### src/sv/fsmm_pkg.sv
`timescale 1ns / 1ps
// Shared types and constants for the fuzzy spin motor mixer.
// No dependencies; every other file of the block imports this package.
package fsmm_pkg;

    localparam int ZERO_BITS       = 16;
    localparam int SAT_LOW_BITS    = 16;
    localparam int SAT_HIGH_BITS   = 15;
    localparam int OFFSET_BITS     = 8;
    localparam int LOAD_BITS       = 8;
    localparam int CFG_INDEX_BITS  = 3;
    localparam int CFG_DATA_BITS   = 16;
    localparam int STATIC_HALF     = 4;
    // The error magnitude inside a sloped region of an outer set fits here.
    localparam int SLOPE_SPAN_BITS = 15;
    localparam int FRONT_STAGES    = 5;
    localparam int DIV_STAGES      = LOAD_BITS;

    typedef logic [CFG_INDEX_BITS-1:0] cfg_index_t;

    localparam cfg_index_t REG_ZERO_READING       = 3'd0;
    localparam cfg_index_t REG_SAT_LOW            = 3'd1;
    localparam cfg_index_t REG_SAT_HIGH           = 3'd2;
    localparam cfg_index_t REG_CW_NEUTRAL_OFFSET  = 3'd3;
    localparam cfg_index_t REG_CW_FAST_OFFSET     = 3'd4;
    localparam cfg_index_t REG_CCW_NEUTRAL_OFFSET = 3'd5;
    localparam cfg_index_t REG_CCW_FAST_OFFSET    = 3'd6;

    typedef logic signed [OFFSET_BITS-1:0] offset_t;

    typedef struct packed {
        offset_t cw_neutral;
        offset_t cw_fast;
        offset_t ccw_neutral;
        offset_t ccw_fast;
    } offsets_t;

    typedef enum logic {
        SL_IDLE,
        SL_RUN
    } slope_state_t;

endpackage

### src/sv/fsmm_slope.sv
`timescale 1ns / 1ps
// Slope unit: restoring division of WEIGHT_MAX by the two saturation points.
// Depends on fsmm_pkg; runs after reset and after each saturation write.
module fsmm_slope import fsmm_pkg::*; #(
    parameter int WEIGHT_MAX = 1024
) (
    input  logic                                 aclk,
    input  logic                                 aresetn,
    input  logic                                 restart,
    input  logic signed [SAT_LOW_BITS-1:0]       sat_low,
    input  logic        [SAT_HIGH_BITS-1:0]      sat_high,
    output logic                                 busy,
    output logic [$clog2(WEIGHT_MAX+1)-1:0]      q_lo,
    output logic [$clog2(WEIGHT_MAX+1)-1:0]      q_hi
);

    localparam int QB = $clog2(WEIGHT_MAX + 1);
    localparam int CW = $clog2(QB);
    localparam int DB = SAT_LOW_BITS + 1;
    localparam int RB = DB + 1;

    localparam logic [QB-1:0] WM_BITS = QB'(WEIGHT_MAX);

    slope_state_t state_reg, state_next;
    logic [CW-1:0] cnt_reg, cnt_next;
    logic [RB-1:0] rem_lo_reg, rem_lo_next;
    logic [RB-1:0] rem_hi_reg, rem_hi_next;
    logic [QB-1:0] q_lo_reg, q_lo_next;
    logic [QB-1:0] q_hi_reg, q_hi_next;

    logic signed [DB-1:0] sl_ext;
    logic [DB-1:0] d_lo;
    logic [DB-1:0] d_hi;
    logic [RB-1:0] trial_lo;
    logic [RB-1:0] trial_hi;
    logic ge_lo;
    logic ge_hi;

    // A non-negative sat_low gives a divisor that is never used downstream.
    assign sl_ext = {sat_low[SAT_LOW_BITS-1], sat_low};
    assign d_lo   = DB'(-sl_ext);
    assign d_hi   = {{(DB-SAT_HIGH_BITS){1'b0}}, sat_high};

    assign trial_lo = {rem_lo_reg[RB-2:0], WM_BITS[cnt_reg]};
    assign trial_hi = {rem_hi_reg[RB-2:0], WM_BITS[cnt_reg]};
    assign ge_lo    = trial_lo >= {1'b0, d_lo};
    assign ge_hi    = trial_hi >= {1'b0, d_hi};

    always_comb begin
        state_next = state_reg;
        case (state_reg)
            SL_IDLE: begin
                if (restart) begin
                    state_next = SL_RUN;
                end
            end
            SL_RUN: begin
                if (!restart && cnt_reg == '0) begin
                    state_next = SL_IDLE;
                end
            end
            default: state_next = SL_RUN;
        endcase
    end

    always_comb begin
        case (state_reg)
            SL_IDLE: busy = 1'b0;
            default: busy = 1'b1;
        endcase
    end

    always_comb begin
        cnt_next    = cnt_reg;
        rem_lo_next = rem_lo_reg;
        rem_hi_next = rem_hi_reg;
        q_lo_next   = q_lo_reg;
        q_hi_next   = q_hi_reg;
        if (restart) begin
            cnt_next    = CW'(QB - 1);
            rem_lo_next = '0;
            rem_hi_next = '0;
        end else if (state_reg == SL_RUN) begin
            cnt_next    = cnt_reg - 1'b1;
            rem_lo_next = ge_lo ? trial_lo - {1'b0, d_lo} : trial_lo;
            rem_hi_next = ge_hi ? trial_hi - {1'b0, d_hi} : trial_hi;
            q_lo_next   = {q_lo_reg[QB-2:0], ge_lo};
            q_hi_next   = {q_hi_reg[QB-2:0], ge_hi};
        end
    end

    always_ff @(posedge aclk) begin
        if (!aresetn) begin
            state_reg  <= SL_RUN;
            cnt_reg    <= CW'(QB - 1);
            rem_lo_reg <= '0;
            rem_hi_reg <= '0;
        end else begin
            state_reg  <= state_next;
            cnt_reg    <= cnt_next;
            rem_lo_reg <= rem_lo_next;
            rem_hi_reg <= rem_hi_next;
        end
    end

    always_ff @(posedge aclk) begin
        q_lo_reg <= q_lo_next;
        q_hi_reg <= q_hi_next;
    end

    assign q_lo = q_lo_reg;
    assign q_hi = q_hi_reg;

endmodule

### src/sv/fsmm_weight.sv
`timescale 1ns / 1ps
// Error and membership weights: pipeline stages one and two.
// Depends on fsmm_pkg and on the slope quotients from fsmm_slope.
module fsmm_weight import fsmm_pkg::*; #(
    parameter int WEIGHT_MAX   = 1024,
    parameter int READING_BITS = 16
) (
    input  logic                                 aclk,
    input  logic [1:0]                           stage_en,
    input  logic [READING_BITS-1:0]              reading,
    input  logic [ZERO_BITS-1:0]                 zero_reading,
    input  logic signed [SAT_LOW_BITS-1:0]       sat_low,
    input  logic [SAT_HIGH_BITS-1:0]             sat_high,
    input  logic [$clog2(WEIGHT_MAX+1)-1:0]      q_lo,
    input  logic [$clog2(WEIGHT_MAX+1)-1:0]      q_hi,
    output logic [$clog2(WEIGHT_MAX+1)-1:0]      w_cw,
    output logic [$clog2(WEIGHT_MAX+1)-1:0]      w_static,
    output logic [$clog2(WEIGHT_MAX+1)-1:0]      w_ccw
);

    localparam int WB      = $clog2(WEIGHT_MAX + 1);
    localparam int VB      = (READING_BITS > ZERO_BITS) ? READING_BITS : ZERO_BITS;
    localparam int EW      = VB + 1;
    localparam int QUARTER = WEIGHT_MAX / STATIC_HALF;

    logic signed [EW-1:0] err_reg, err_next;
    logic [EW-1:0]        mag_reg, mag_next;
    logic [WB-1:0]        w_cw_reg, w_cw_next;
    logic [WB-1:0]        w_static_reg, w_static_next;
    logic [WB-1:0]        w_ccw_reg, w_ccw_next;

    logic signed [EW-1:0] z_ext;
    logic signed [EW-1:0] r_ext;
    logic signed [EW-1:0] pos_diff;
    logic signed [EW-1:0] neg_diff;
    logic [WB-1:0]        q_sel;
    logic [WB+SLOPE_SPAN_BITS-1:0] prod;
    logic [WB-1:0]        slope_w;
    logic                 at_or_below_lo;
    logic                 at_or_above_hi;
    logic [2:0]           steps_left;

    // Both differences are formed at once so that the magnitude is a mux.
    assign z_ext    = $signed({{(EW-ZERO_BITS){1'b0}}, zero_reading});
    assign r_ext    = $signed({{(EW-READING_BITS){1'b0}}, reading});
    assign pos_diff = z_ext - r_ext;
    assign neg_diff = r_ext - z_ext;
    assign err_next = pos_diff;
    assign mag_next = pos_diff[EW-1] ? neg_diff : pos_diff;

    // The two sloped regions meet only at zero error, where the product is zero.
    assign q_sel   = err_reg[EW-1] ? q_lo : q_hi;
    assign prod    = q_sel * mag_reg[SLOPE_SPAN_BITS-1:0];
    assign slope_w = prod[WB-1:0];

    assign at_or_below_lo = err_reg <= $signed({{(EW-SAT_LOW_BITS){sat_low[SAT_LOW_BITS-1]}},
                                               sat_low});
    assign at_or_above_hi = err_reg >= $signed({{(EW-SAT_HIGH_BITS){1'b0}}, sat_high});

    assign steps_left = 3'(STATIC_HALF) - mag_reg[2:0];

    always_comb begin
        if (at_or_below_lo) begin
            w_cw_next = WB'(WEIGHT_MAX);
        end else if (!err_reg[EW-1] && err_reg != '0) begin
            w_cw_next = '0;
        end else begin
            w_cw_next = slope_w;
        end

        if (at_or_above_hi) begin
            w_ccw_next = WB'(WEIGHT_MAX);
        end else if (err_reg[EW-1]) begin
            w_ccw_next = '0;
        end else begin
            w_ccw_next = slope_w;
        end

        if (mag_reg <= EW'(STATIC_HALF)) begin
            w_static_next = WB'(WB'(QUARTER) * {{(WB-3){1'b0}}, steps_left});
        end else begin
            w_static_next = '0;
        end
    end

    always_ff @(posedge aclk) begin
        if (stage_en[0]) begin
            err_reg <= err_next;
            mag_reg <= mag_next;
        end
        if (stage_en[1]) begin
            w_cw_reg     <= w_cw_next;
            w_static_reg <= w_static_next;
            w_ccw_reg    <= w_ccw_next;
        end
    end

    assign w_cw     = w_cw_reg;
    assign w_static = w_static_reg;
    assign w_ccw    = w_ccw_reg;

endmodule

### src/sv/fsmm_mix.sv
`timescale 1ns / 1ps
// Weighted sums of the rule offsets: pipeline stages three to five.
// Depends on fsmm_pkg; feeds sign-magnitude dividends to fsmm_div.
module fsmm_mix import fsmm_pkg::*; #(
    parameter int WEIGHT_MAX = 1024
) (
    input  logic                                      aclk,
    input  logic [2:0]                                stage_en,
    input  offsets_t                                  offsets,
    input  logic [$clog2(WEIGHT_MAX+1)-1:0]           w_cw,
    input  logic [$clog2(WEIGHT_MAX+1)-1:0]           w_static,
    input  logic [$clog2(WEIGHT_MAX+1)-1:0]           w_ccw,
    output logic [$clog2(WEIGHT_MAX+1)+1:0]           w_sum,
    output logic [$clog2(WEIGHT_MAX+1)+OFFSET_BITS+2:0] cw_mag,
    output logic [$clog2(WEIGHT_MAX+1)+OFFSET_BITS+2:0] ccw_mag,
    output logic                                      cw_neg,
    output logic                                      ccw_neg,
    output logic                                      no_weight
);

    localparam int WB  = $clog2(WEIGHT_MAX + 1);
    localparam int WSB = WB + 2;
    localparam int PB  = WB + 1 + OFFSET_BITS;
    localparam int SB  = PB + 2;

    logic signed [WB:0] w0s;
    logic signed [WB:0] w1s;
    logic signed [WB:0] w2s;

    // Stage three: six products and the weight sum.
    logic signed [PB-1:0] p_cw0_reg, p_cw1_reg, p_cw2_reg;
    logic signed [PB-1:0] p_ccw0_reg, p_ccw1_reg, p_ccw2_reg;
    logic [WSB-1:0]       ws3_reg, ws3_next;
    // Stage four: signed sums.
    logic signed [SB-1:0] cw_sum_reg, cw_sum_next;
    logic signed [SB-1:0] ccw_sum_reg, ccw_sum_next;
    logic [WSB-1:0]       ws4_reg;
    // Stage five: sign and magnitude.
    logic [SB-1:0]        cw_mag_reg, ccw_mag_reg;
    logic                 cw_neg_reg, ccw_neg_reg, none_reg;
    logic [WSB-1:0]       ws5_reg;

    assign w0s = $signed({1'b0, w_cw});
    assign w1s = $signed({1'b0, w_static});
    assign w2s = $signed({1'b0, w_ccw});

    assign ws3_next = WSB'(w_cw) + WSB'(w_static) + WSB'(w_ccw);

    assign cw_sum_next  = SB'(p_cw0_reg) + SB'(p_cw1_reg) + SB'(p_cw2_reg);
    assign ccw_sum_next = SB'(p_ccw0_reg) + SB'(p_ccw1_reg) + SB'(p_ccw2_reg);

    always_ff @(posedge aclk) begin
        if (stage_en[0]) begin
            p_cw0_reg  <= w0s * offsets.cw_neutral;
            p_cw1_reg  <= w1s * offsets.cw_neutral;
            p_cw2_reg  <= w2s * offsets.cw_fast;
            p_ccw0_reg <= w0s * offsets.ccw_fast;
            p_ccw1_reg <= w1s * offsets.ccw_neutral;
            p_ccw2_reg <= w2s * offsets.ccw_neutral;
            ws3_reg    <= ws3_next;
        end
        if (stage_en[1]) begin
            cw_sum_reg  <= cw_sum_next;
            ccw_sum_reg <= ccw_sum_next;
            ws4_reg     <= ws3_reg;
        end
        if (stage_en[2]) begin
            cw_mag_reg  <= cw_sum_reg[SB-1] ? SB'(-cw_sum_reg) : SB'(cw_sum_reg);
            ccw_mag_reg <= ccw_sum_reg[SB-1] ? SB'(-ccw_sum_reg) : SB'(ccw_sum_reg);
            cw_neg_reg  <= cw_sum_reg[SB-1];
            ccw_neg_reg <= ccw_sum_reg[SB-1];
            none_reg    <= ws4_reg == '0;
            ws5_reg     <= ws4_reg;
        end
    end

    assign w_sum     = ws5_reg;
    assign cw_mag    = cw_mag_reg;
    assign ccw_mag   = ccw_mag_reg;
    assign cw_neg    = cw_neg_reg;
    assign ccw_neg   = ccw_neg_reg;
    assign no_weight = none_reg;

endmodule

### src/sv/fsmm_div.sv
`timescale 1ns / 1ps
// Pipelined restoring divider, one quotient bit per stage, for both loads.
// Depends on fsmm_pkg; takes sign-magnitude dividends from fsmm_mix.
module fsmm_div import fsmm_pkg::*; #(
    parameter int WEIGHT_MAX = 1024
) (
    input  logic                                        aclk,
    input  logic [DIV_STAGES-1:0]                       stage_en,
    input  logic [$clog2(WEIGHT_MAX+1)+1:0]             w_sum,
    input  logic [$clog2(WEIGHT_MAX+1)+OFFSET_BITS+2:0] cw_mag,
    input  logic [$clog2(WEIGHT_MAX+1)+OFFSET_BITS+2:0] ccw_mag,
    input  logic                                        cw_neg,
    input  logic                                        ccw_neg,
    input  logic                                        no_weight,
    output logic [LOAD_BITS-1:0]                        cw_quot,
    output logic [LOAD_BITS-1:0]                        ccw_quot,
    output logic                                        cw_neg_out,
    output logic                                        ccw_neg_out,
    output logic                                        no_weight_out
);

    localparam int WB  = $clog2(WEIGHT_MAX + 1);
    localparam int WSB = WB + 2;
    localparam int SB  = WB + OFFSET_BITS + 3;

    logic [SB-1:0]        cw_rem_reg  [DIV_STAGES];
    logic [SB-1:0]        ccw_rem_reg [DIV_STAGES];
    logic [LOAD_BITS-1:0] cw_q_reg    [DIV_STAGES];
    logic [LOAD_BITS-1:0] ccw_q_reg   [DIV_STAGES];
    logic [WSB-1:0]       ws_reg      [DIV_STAGES];
    logic                 cw_neg_reg  [DIV_STAGES];
    logic                 ccw_neg_reg [DIV_STAGES];
    logic                 none_reg    [DIV_STAGES];

    // A weighted average of 8-bit offsets has a magnitude of at most 128,
    // so eight quotient bits cover every item.
    for (genvar k = 0; k < DIV_STAGES; k++) begin : g_stage
        logic [SB-1:0]        cw_rem_in, ccw_rem_in, divisor_sh;
        logic [LOAD_BITS-1:0] cw_q_in, ccw_q_in;
        logic [WSB-1:0]       ws_in;
        logic                 cw_neg_in, ccw_neg_in, none_in;
        logic                 cw_ge, ccw_ge;

        if (k == 0) begin : g_first
            assign cw_rem_in  = cw_mag;
            assign ccw_rem_in = ccw_mag;
            assign cw_q_in    = '0;
            assign ccw_q_in   = '0;
            assign ws_in      = w_sum;
            assign cw_neg_in  = cw_neg;
            assign ccw_neg_in = ccw_neg;
            assign none_in    = no_weight;
        end else begin : g_next
            assign cw_rem_in  = cw_rem_reg[k-1];
            assign ccw_rem_in = ccw_rem_reg[k-1];
            assign cw_q_in    = cw_q_reg[k-1];
            assign ccw_q_in   = ccw_q_reg[k-1];
            assign ws_in      = ws_reg[k-1];
            assign cw_neg_in  = cw_neg_reg[k-1];
            assign ccw_neg_in = ccw_neg_reg[k-1];
            assign none_in    = none_reg[k-1];
        end

        assign divisor_sh = SB'(ws_in) << (DIV_STAGES - 1 - k);
        assign cw_ge      = cw_rem_in >= divisor_sh;
        assign ccw_ge     = ccw_rem_in >= divisor_sh;

        always_ff @(posedge aclk) begin
            if (stage_en[k]) begin
                cw_rem_reg[k]  <= cw_ge ? cw_rem_in - divisor_sh : cw_rem_in;
                ccw_rem_reg[k] <= ccw_ge ? ccw_rem_in - divisor_sh : ccw_rem_in;
                cw_q_reg[k]    <= {cw_q_in[LOAD_BITS-2:0], cw_ge};
                ccw_q_reg[k]   <= {ccw_q_in[LOAD_BITS-2:0], ccw_ge};
                ws_reg[k]      <= ws_in;
                cw_neg_reg[k]  <= cw_neg_in;
                ccw_neg_reg[k] <= ccw_neg_in;
                none_reg[k]    <= none_in;
            end
        end
    end

    assign cw_quot       = cw_q_reg[DIV_STAGES-1];
    assign ccw_quot      = ccw_q_reg[DIV_STAGES-1];
    assign cw_neg_out    = cw_neg_reg[DIV_STAGES-1];
    assign ccw_neg_out   = ccw_neg_reg[DIV_STAGES-1];
    assign no_weight_out = none_reg[DIV_STAGES-1];

endmodule

### src/sv/fuzzy_spin_motor_mixer.sv
`timescale 1ns / 1ps
// Top level of the fuzzy spin motor mixer: configuration registers, pipeline
// control and the output register. Depends on fsmm_pkg, fsmm_slope,
// fsmm_weight, fsmm_mix and fsmm_div.
//
// Each gyro item passes through 13 pipeline stages and the output register,
// and a new item can be accepted in every cycle while s_ready is high; a
// stalled output only holds back the stages behind it, and empty stages keep
// filling. The outer sets need WEIGHT_MAX divided by each saturation point: a
// shared bit-serial divider computes both quotients after reset and after every
// write to sat_low or sat_high, and s_ready stays low while it runs. The
// configuration port is always ready; writes to index 7 are ignored.
module fuzzy_spin_motor_mixer import fsmm_pkg::*; #(
    parameter int WEIGHT_MAX   = 1024,
    parameter int READING_BITS = 16
) (
    input  logic                          aclk,
    input  logic                          aresetn,

    input  logic                          s_valid,
    output logic                          s_ready,
    input  logic [READING_BITS-1:0]       s_spin_reading,

    output logic                          m_valid,
    input  logic                          m_ready,
    output logic signed [LOAD_BITS-1:0]   m_cw_load,
    output logic signed [LOAD_BITS-1:0]   m_ccw_load,
    output logic                          m_no_weight,

    input  logic                          cfg_valid,
    output logic                          cfg_ready,
    input  logic [CFG_INDEX_BITS-1:0]     cfg_index,
    input  logic [CFG_DATA_BITS-1:0]      cfg_data
);

    localparam int WB  = $clog2(WEIGHT_MAX + 1);
    localparam int SB  = WB + OFFSET_BITS + 3;
    localparam int NS  = FRONT_STAGES + DIV_STAGES;

    logic [ZERO_BITS-1:0]           zero_reading_reg;
    logic signed [SAT_LOW_BITS-1:0] sat_low_reg;
    logic [SAT_HIGH_BITS-1:0]       sat_high_reg;
    offsets_t                       offsets_reg;

    logic cfg_write;
    logic slope_restart;
    logic slope_busy;
    logic [WB-1:0] q_lo, q_hi;

    logic [NS-1:0] stage_valid_reg, stage_valid_next;
    logic [NS:0]   stage_en;
    logic          in_accept;

    logic [WB-1:0] w_cw, w_static, w_ccw;
    logic [WB+1:0] w_sum;
    logic [SB-1:0] cw_mag, ccw_mag;
    logic          cw_neg, ccw_neg, mix_none;
    logic [LOAD_BITS-1:0] cw_quot, ccw_quot;
    logic          cw_neg_fin, ccw_neg_fin, none_fin;

    logic                        m_valid_reg, m_valid_next;
    logic signed [LOAD_BITS-1:0] cw_load_reg, cw_load_next;
    logic signed [LOAD_BITS-1:0] ccw_load_reg, ccw_load_next;
    logic                        no_weight_reg, no_weight_next;

    assign cfg_ready     = 1'b1;
    assign cfg_write     = cfg_valid & cfg_ready;
    assign slope_restart = cfg_write & (cfg_index == REG_SAT_LOW || cfg_index == REG_SAT_HIGH);

    always_ff @(posedge aclk) begin
        if (!aresetn) begin
            zero_reading_reg        <= '0;
            sat_low_reg             <= -16'sd100;
            sat_high_reg            <= 15'd100;
            offsets_reg.cw_neutral  <= 8'sd1;
            offsets_reg.cw_fast     <= 8'sd7;
            offsets_reg.ccw_neutral <= 8'sd1;
            offsets_reg.ccw_fast    <= 8'sd9;
        end else if (cfg_write) begin
            case (cfg_index)
                REG_ZERO_READING:       zero_reading_reg <= cfg_data;
                REG_SAT_LOW:            sat_low_reg <= $signed(cfg_data);
                REG_SAT_HIGH:           sat_high_reg <= cfg_data[SAT_HIGH_BITS-1:0];
                REG_CW_NEUTRAL_OFFSET:  offsets_reg.cw_neutral <= cfg_data[OFFSET_BITS-1:0];
                REG_CW_FAST_OFFSET:     offsets_reg.cw_fast <= cfg_data[OFFSET_BITS-1:0];
                REG_CCW_NEUTRAL_OFFSET: offsets_reg.ccw_neutral <= cfg_data[OFFSET_BITS-1:0];
                REG_CCW_FAST_OFFSET:    offsets_reg.ccw_fast <= cfg_data[OFFSET_BITS-1:0];
                default: ;
            endcase
        end
    end

    fsmm_slope #(
        .WEIGHT_MAX(WEIGHT_MAX)
    ) u_slope (
        .aclk    (aclk),
        .aresetn (aresetn),
        .restart (slope_restart),
        .sat_low (sat_low_reg),
        .sat_high(sat_high_reg),
        .busy    (slope_busy),
        .q_lo    (q_lo),
        .q_hi    (q_hi)
    );

    // A stage may load when it is empty or when the stage after it moves on.
    always_comb begin
        stage_en[NS] = ~m_valid_reg | m_ready;
        for (int k = NS - 1; k >= 0; k--) begin
            stage_en[k] = ~stage_valid_reg[k] | stage_en[k+1];
        end
    end

    assign s_ready   = stage_en[0] & ~slope_busy;
    assign in_accept = s_valid & s_ready;

    always_comb begin
        stage_valid_next[0] = stage_en[0] ? in_accept : stage_valid_reg[0];
        for (int k = 1; k < NS; k++) begin
            stage_valid_next[k] = stage_en[k] ? stage_valid_reg[k-1] : stage_valid_reg[k];
        end
    end

    fsmm_weight #(
        .WEIGHT_MAX  (WEIGHT_MAX),
        .READING_BITS(READING_BITS)
    ) u_weight (
        .aclk        (aclk),
        .stage_en    (stage_en[1:0]),
        .reading     (s_spin_reading),
        .zero_reading(zero_reading_reg),
        .sat_low     (sat_low_reg),
        .sat_high    (sat_high_reg),
        .q_lo        (q_lo),
        .q_hi        (q_hi),
        .w_cw        (w_cw),
        .w_static    (w_static),
        .w_ccw       (w_ccw)
    );

    fsmm_mix #(
        .WEIGHT_MAX(WEIGHT_MAX)
    ) u_mix (
        .aclk     (aclk),
        .stage_en (stage_en[FRONT_STAGES-1:2]),
        .offsets  (offsets_reg),
        .w_cw     (w_cw),
        .w_static (w_static),
        .w_ccw    (w_ccw),
        .w_sum    (w_sum),
        .cw_mag   (cw_mag),
        .ccw_mag  (ccw_mag),
        .cw_neg   (cw_neg),
        .ccw_neg  (ccw_neg),
        .no_weight(mix_none)
    );

    fsmm_div #(
        .WEIGHT_MAX(WEIGHT_MAX)
    ) u_div (
        .aclk         (aclk),
        .stage_en     (stage_en[NS-1:FRONT_STAGES]),
        .w_sum        (w_sum),
        .cw_mag       (cw_mag),
        .ccw_mag      (ccw_mag),
        .cw_neg       (cw_neg),
        .ccw_neg      (ccw_neg),
        .no_weight    (mix_none),
        .cw_quot      (cw_quot),
        .ccw_quot     (ccw_quot),
        .cw_neg_out   (cw_neg_fin),
        .ccw_neg_out  (ccw_neg_fin),
        .no_weight_out(none_fin)
    );

    // With no weight the divider sees a zero divisor, so its quotient is forced off.
    always_comb begin
        m_valid_next   = stage_en[NS] ? stage_valid_reg[NS-1] : m_valid_reg;
        cw_load_next   = cw_load_reg;
        ccw_load_next  = ccw_load_reg;
        no_weight_next = no_weight_reg;
        if (stage_en[NS]) begin
            no_weight_next = none_fin;
            if (none_fin) begin
                cw_load_next  = '0;
                ccw_load_next = '0;
            end else begin
                cw_load_next  = cw_neg_fin ? $signed(LOAD_BITS'(-cw_quot)) : $signed(cw_quot);
                ccw_load_next = ccw_neg_fin ? $signed(LOAD_BITS'(-ccw_quot)) : $signed(ccw_quot);
            end
        end
    end

    always_ff @(posedge aclk) begin
        if (!aresetn) begin
            stage_valid_reg <= '0;
            m_valid_reg     <= 1'b0;
        end else begin
            stage_valid_reg <= stage_valid_next;
            m_valid_reg     <= m_valid_next;
        end
    end

    always_ff @(posedge aclk) begin
        cw_load_reg   <= cw_load_next;
        ccw_load_reg  <= ccw_load_next;
        no_weight_reg <= no_weight_next;
    end

    assign m_valid     = m_valid_reg;
    assign m_cw_load   = cw_load_reg;
    assign m_ccw_load  = ccw_load_reg;
    assign m_no_weight = no_weight_reg;

`ifndef ASSERT_OFF
    a_no_weight_zero_loads: assert property (@(posedge aclk) disable iff (!aresetn)
        m_valid && m_no_weight |-> m_cw_load == '0 && m_ccw_load == '0)
        else $error("no_weight result carries a nonzero load");

    a_slope_blocks_input: assert property (@(posedge aclk) disable iff (!aresetn)
        cfg_valid && cfg_ready && (cfg_index == REG_SAT_LOW || cfg_index == REG_SAT_HIGH)
        |=> !s_ready)
        else $error("input accepted while the slopes are being recomputed");

    a_output_from_last_stage: assert property (@(posedge aclk) disable iff (!aresetn)
        $rose(m_valid) |-> $past(stage_valid_reg[NS-1]))
        else $error("result appeared without an item in the last stage");
`endif

endmodule

### config.mk
export PLATFORM = sky130hd
export DESIGN_NAME = fuzzy_spin_motor_mixer
export DESIGN_NICKNAME = d
export VERILOG_FILES = /design/src/sv/fsmm_pkg.sv /design/src/sv/fsmm_slope.sv /design/src/sv/fsmm_weight.sv /design/src/sv/fsmm_mix.sv /design/src/sv/fsmm_div.sv /design/src/sv/fuzzy_spin_motor_mixer.sv
export SDC_FILE = /design/constraint.sdc
export NUM_CORES = 2
export LEC_CHECK = 0
export ABC_AREA = 1
export BUFFER_PORTS_ARGS = -buffer_cell sky130_fd_sc_hd__clkbuf_2
export CORE_MARGIN = 8
export CORE_UTILIZATION = 35
export CTS_CLUSTER_DIAMETER = 60
export CTS_CLUSTER_SIZE = 25
export DETAILED_ROUTE_END_ITERATION = 8
export GPL_ROUTABILITY_DRIVEN = 1
export HOLD_SLACK_MARGIN = 0.15
export PLACE_DENSITY = 0.45
export SYNTH_ARGS = -nofsm -noshare
export SYNTH_HDL_FRONTEND = slang
export SYNTH_HIERARCHICAL = 1
export SYNTH_SLANG_ARGS = --single-unit
### constraint.sdc
create_clock -name aclk -period 10.7 [get_ports aclk]
set_clock_uncertainty 0.2 [all_clocks]
set_input_delay 1.605 -clock aclk [delete_from_list [all_inputs] [get_ports aclk]]
set_output_delay 1.605 -clock aclk [all_outputs]
set_load 0.05 [all_outputs]
After elaboration in Yosys (flattened, before gate mapping)
Memory sizes are Yosys's and may differ from the RTL's. A register that Yosys moved wholly into a read port is not among the register bits.
Cells that the tools add are included.
W data, S select, Z words.

operators by class
  add/sub/neg operators = 33
  $mul = 7
  div/mod/pow operators = 0
  magnitude comparators = 22
  equality and inequality tests = 6
  shift operators = 0
  multiplexer cells = 49
  bitwise logic cells = 35
  reduce and logical (&&, ||, !) cells = 20

operator list
  operator          count
  $mux W22          16
  $mul A12 B8 Y20   6
  $add A21 B20 Y22  2
  $ge A22 B13 Y1    2
  $ge A22 B14 Y1    2
  $ge A22 B15 Y1    2
  $ge A22 B16 Y1    2
  $ge A22 B17 Y1    2
  $ge A22 B18 Y1    2
  $ge A22 B19 Y1    2
  $ge A22 B20 Y1    2
  $neg A22 Y22      2
  $sub A22 B13 Y22  2
  $sub A22 B14 Y22  2
  $sub A22 B15 Y22  2
  $sub A22 B16 Y22  2
  $sub A22 B17 Y22  2
  $sub A22 B18 Y22  2
  $sub A22 B19 Y22  2
  $sub A22 B20 Y22  2
  $add A20 B20 Y21  2
  $mux W21          2
  $mux W17          2
  $sub A16 B16 Y17  2
  36 further kinds  106

storage, ports and cells
  bits in registers = 488
  bits in latches = 0
  memory bits (writable) = 608
  ROM bits = 16
  input port bits = 40
  output and inout port bits = 20
  word-level logic and storage cells = 238
  memories kept = 9

memory list
  name               words  width  rd ports  clocked after Yosys merged registers in  write ports  line              RTL
  u_div.ccw_rem_reg  8      22     7         0                                        8            fsmm_div.sv:27    logic [SB-1:0] ccw_rem_reg [DIV_STAGES];
  u_div.cw_rem_reg   8      22     7         0                                        8            fsmm_div.sv:26    logic [SB-1:0] cw_rem_reg [DIV_STAGES];
  u_div.ws_reg       8      13     7         0                                        8            fsmm_div.sv:30    logic [WSB-1:0] ws_reg [DIV_STAGES];
  u_div.ccw_q_reg    8      8      8         0                                        8            fsmm_div.sv:29    logic [LOAD_BITS-1:0] ccw_q_reg [DIV_STAGES];
  u_div.cw_q_reg     8      8      8         0                                        8            fsmm_div.sv:28    logic [LOAD_BITS-1:0] cw_q_reg [DIV_STAGES];
  (name not given)   16     1      1         1                                        0            fsmm_slope.sv:44  assign trial_lo = {rem_lo_reg[RB-2:0], WM_BITS[cnt_reg]};
  3 more memories    n/a    n/a    n/a       n/a                                      n/a          n/a

Depth between registers and ports, before layout
  depth in word-level cells = 17
  depth in mapped cells = 29
  mapped depth without buffers = 28

By module
Netlist, hierarchy kept.

by module, submodules not included
  module                  instances  cells each  area each (um2)
  fsmm_mix                1          4103        32608.8
  fsmm_div                1          3997        32359.8
  fsmm_weight             1          857         6790.3
  fsmm_slope              1          780         5190.0
  fuzzy_spin_motor_mixer  1          521         4209.0

Worst setup path before layout
OpenSTA, ideal clock, no wires.

  path type = input to register
  start point = input port m_ready
  end point = register u_mix.p_ccw0_reg[0], enable pin
  library setup time = 1.161 ns
  arrival = 6.576 ns
  data required time = 9.339 ns
  slack = 2.764 ns
  stages on the path = 8
  buffers on the path = 0
  cells stage by stage = inv_1 > nand3_2 > nor2_4 > nand4_4 > nor2_4 > nand4_4 > nor2_4 > nand2_1

on the way
  word-level cells in the longest chain between the ends = 12

ends and longest elaborated chain
  element                    line                           RTL
  start, declared            fuzzy_spin_motor_mixer.sv:25   input logic m_ready,
  $or A1 B1 Y1               fuzzy_spin_motor_mixer.sv:108  stage_en[NS] = ~m_valid_reg | m_ready;
  $or A1 B1 Y1               fuzzy_spin_motor_mixer.sv:110  stage_en[k] = ~stage_valid_reg[k] | stage_en[k+1];
  net stage_en[12]           fuzzy_spin_motor_mixer.sv:51   logic [NS:0] stage_en;
  $or A1 B1 Y1 (4 in a row)  fuzzy_spin_motor_mixer.sv:110
  net stage_en[8]            fuzzy_spin_motor_mixer.sv:51
  $or A1 B1 Y1 (4 in a row)  fuzzy_spin_motor_mixer.sv:110
  net stage_en[4]            fuzzy_spin_motor_mixer.sv:51
  $or A1 B1 Y1 (2 in a row)  fuzzy_spin_motor_mixer.sv:110
  net stage_en[2]            fuzzy_spin_motor_mixer.sv:51
  end signal, assigned       fsmm_mix.sv:57                 p_ccw0_reg <= w0s * offsets.ccw_fast;
  end, declared              fsmm_mix.sv:32                 logic signed [PB-1:0] p_ccw0_reg, p_ccw1_reg, p_ccw2_reg;

The timed path passes the listed nets, and every way through them passes these cells.
A chain may end at the register's enable or synchronous reset.

Worst setup path in the final report
  start point = input port m_ready
  end point = output port s_ready

on the way
  word-level cells in the longest chain between the ends = 15

ends and longest elaborated chain
  element                    line                           RTL
  $or A1 B1 Y1               fuzzy_spin_motor_mixer.sv:108
  $or A1 B1 Y1               fuzzy_spin_motor_mixer.sv:110
  net stage_en[12]           fuzzy_spin_motor_mixer.sv:51
  $or A1 B1 Y1 (4 in a row)  fuzzy_spin_motor_mixer.sv:110
  net stage_en[8]            fuzzy_spin_motor_mixer.sv:51
  $or A1 B1 Y1 (4 in a row)  fuzzy_spin_motor_mixer.sv:110
  net stage_en[4]            fuzzy_spin_motor_mixer.sv:51
  $or A1 B1 Y1 (4 in a row)  fuzzy_spin_motor_mixer.sv:110
  net stage_en[0]            fuzzy_spin_motor_mixer.sv:51
  $and A1 B1 Y1              fuzzy_spin_motor_mixer.sv:114  assign s_ready = stage_en[0] & ~slope_busy;
  end, declared              fuzzy_spin_motor_mixer.sv:21   output logic s_ready,

The timed path passes the listed nets, and every way through them passes these cells.

==> results_dict.tcl <==
set metrics [dict create \
    layout_common_cells "nand2_1 (3015), inv_1 (2011), edfxtp_1 (842), nor2_1 (809), ha_1 (696)" \
    synth_top_area_share_pct 31.2 \
    status "complete, no violations" \
    final.min_clock_period_ps 7150 \
    start_util_pct 35.2 \
    dp_slack_ps 3390 \
    p_sw_mw 11.5 \
    vias 63500 \
    wl_per_cell_um 17.5 \
    synth_cell_types 77 \
    antenna_found_initial 5 \
    hold_viol 0 \
    syn_inst 10300 \
    grt_pass1_wl_mm 364 \
    ios 60 \
    seqPwrFrac_pct 29.6 \
    cts_tree "yes" \
    yosysTopAreaCell "edfxtp_1" \
    clkTransAtPathRegs_ps 80 \
    yosys_warnings 6 \
    total_leakage_power_nw 46.4 \
    synth_area_leaders "edfxtp_1 (31%), nand2_1 (14%), ha_1 (11%)" \
    grt_max_degree 81 \
    instances_no_fill 13400 \
    core_area_mm2 0.230 \
    cts_htree_levels 3 \
    drtAntennaViolNets 0 \
    die_y_um 498 \
    path_class "in2out" \
    clkPwrFrac_pct 16.6 \
    min_path_type "reg2reg" \
    place_hpwl_mm 188 \
    syn_area_per_cell_um2 7.91 \
    viasPerCell 4.74 \
    die_area_mm2 0.248 \
    synth.yosys.seq_area_share_pct 34.4 \
    num-fill-cells 23900 \
    rsz0062_at_grt "false" \
    placementRows 176 \
    final_nets 11400 \
    first_pass_iters 5 \
    cts_resized 0 \
    critPathMaxFanout 62 \
    seq_area_mm2 0.0279 \
    cts_root_buf "clkbuf_16" \
    slew_violations 0 \
    place.gp.congestion 0.866 \
    p_int_mw 12.9 \
    drt-total-wl_mm 234 \
    synth_flop_cell "edfxtp_1" \
    post_route_cells_drive_above_1_share_pct 5.43 \
    final_common_cell "nand2_1" \
    grt_overflow 0 \
    cts_setup_buffers 0 \
    required_ps 8900 \
    vdd.ir_drop.worst_uv 412 \
    die-width_um 498 \
    grtUsageTotal_pct 18.5 \
    setup_violations 0 \
    ys_ff_latch 975 \
    max_freq_mhz 140 \
    clock_sinks 975 \
    tightestPinTransition_ps 1120 \
    startpoint_type "input port" \
    cts_buffer_depth 3 \
    syn2layout_area_growth_pct 9.00 \
    synth_edf_count 842 \
    clk_latency_ps 760 \
    timing.final.ws_setup_ps 3550 \
    drc 0 \
    setup-tns-final_ps 0 \
    switching_share_pct 47.1 \
    numPortBuffers 58 \
    multi_input_area_mm2 0.0444 \
    period_share_pct 66.9 \
    cap_viol_max_count 0 \
    grt_pass1_vias 63900 \
    dp_cells 13200 \
    maxSlewHeadroom_pct 25.4 \
    crit_arrival_ps 5350 \
    first_iter_violations 3856 \
    holdBufCountCts 0 \
    comb_power_share_pct 53.8 \
    end_kind "output pin" \
    numCtsBuffers 108 \
    syn_area_mm2 0.0812 \
    async_flop_share_pct 0 \
    p_per_area_mw_per_mm2 275 \
]
cell usage after synthesis, types with 68 or more instances:
master       n
edfxtp_1   842
a21oi_1    390
nand4_1    116
clkbuf_1   122
nor2_1     810
nor3_1      87
inv_1     2016
ha_1       696
dfxtp_1    133
fa_1       422
xor2_1     175
nand3_1    508
xnor2_1     92
nand2_1   3018
o21ai_0    228
nand3b_1    68
stage by stage:
step                      instance area (µm²)  hold WS, ps  power, mW  utilization, %
final                                   88500          196       24.3            38.4
after CTS                               88500          185       24.6            38.4
after global routing                    88500          199       26.7            38.4
after detailed placement                84500          205       20.4            36.7
after floorplan                         81200          200       16.5               -
after global placement                  84500          201       20.4            36.7
worst max-delay path: stages:
cell and delay, ps:
clkbuf_2 80, inv_1 230, nand3_2 580, nor2_4 330
nand4_4 440, nor2_4 350, nand4_4 90, buf_4 360
nor2_4 340, nand4_2 110, buf_4 290, nand2_1 140
inv_1 80, clkbuf_2 240
final timing paths:
check | depth (start not counted) | slack, ps | start | end
setup / recovery | 14 | 3550 | m_ready | s_ready
hold / removal | 0 | 200 | u_div/ws_reg[4][6] | u_div/ws_reg[5][6]
setup reg to reg | 21 | 5030 | u_weight/err_reg[16] | u_weight/w_cw[10]
hold reg to reg | 0 | 200 | u_div/ws_reg[4][6] | u_div/ws_reg[5][6]
cell type report:
class                           count  share of cell area (%)
Clock buffer                      118                    3.20
Tap cell                         3026                    4.28
Clock inverter                     85                    1.28
Multi-Input combinational cell   7018                    50.1
Inverter                         2051                    8.71
Timing Repair Buffer              112                   0.786
Sequential cell                   975                    31.6
Antenna cell                        3                 0.00849
cell families after synthesis:
group                    Yosys count  share of synthesized area [%]
XOR/XNOR                         269                           2.92
AND/OR/NAND/NOR                 4822                           25.0
other                              2                        0.00925
AO/OA/AOI/OAI                    800                           5.56
buffers and inverters           2272                           11.0
adder cells (fa/ha/maj)         1118                           21.1
flip-flops                       975                           34.4
per-layer routing:
metal | global-route usage [%] | wire, µm | up-vias
met4 | 5.56 | 7110 | 0
li1 | - | - | 32200
met1 | 24.4 | 108000 | 29900
met5 | 0 | 0 | -
met2 | 32.1 | 111000 | 1035
met3 | 2.02 | 8410 | 316
power by group through the flow:
stage | clock network, mW | logic (mW) | registers (mW)
2_1_floorplan | 0 | 9.88 | 6.67
6_report | 4.04 | 13.1 | 7.19
3_5_place_dp | 0 | 13.1 | 7.31
3_3_place_gp | 0 | 13.1 | 7.30
5_1_grt | 4.31 | 15.0 | 7.33
4_1_cts | 4.18 | 13.2 | 7.23
No activity file was read; power rests on OpenSTA's default activity.
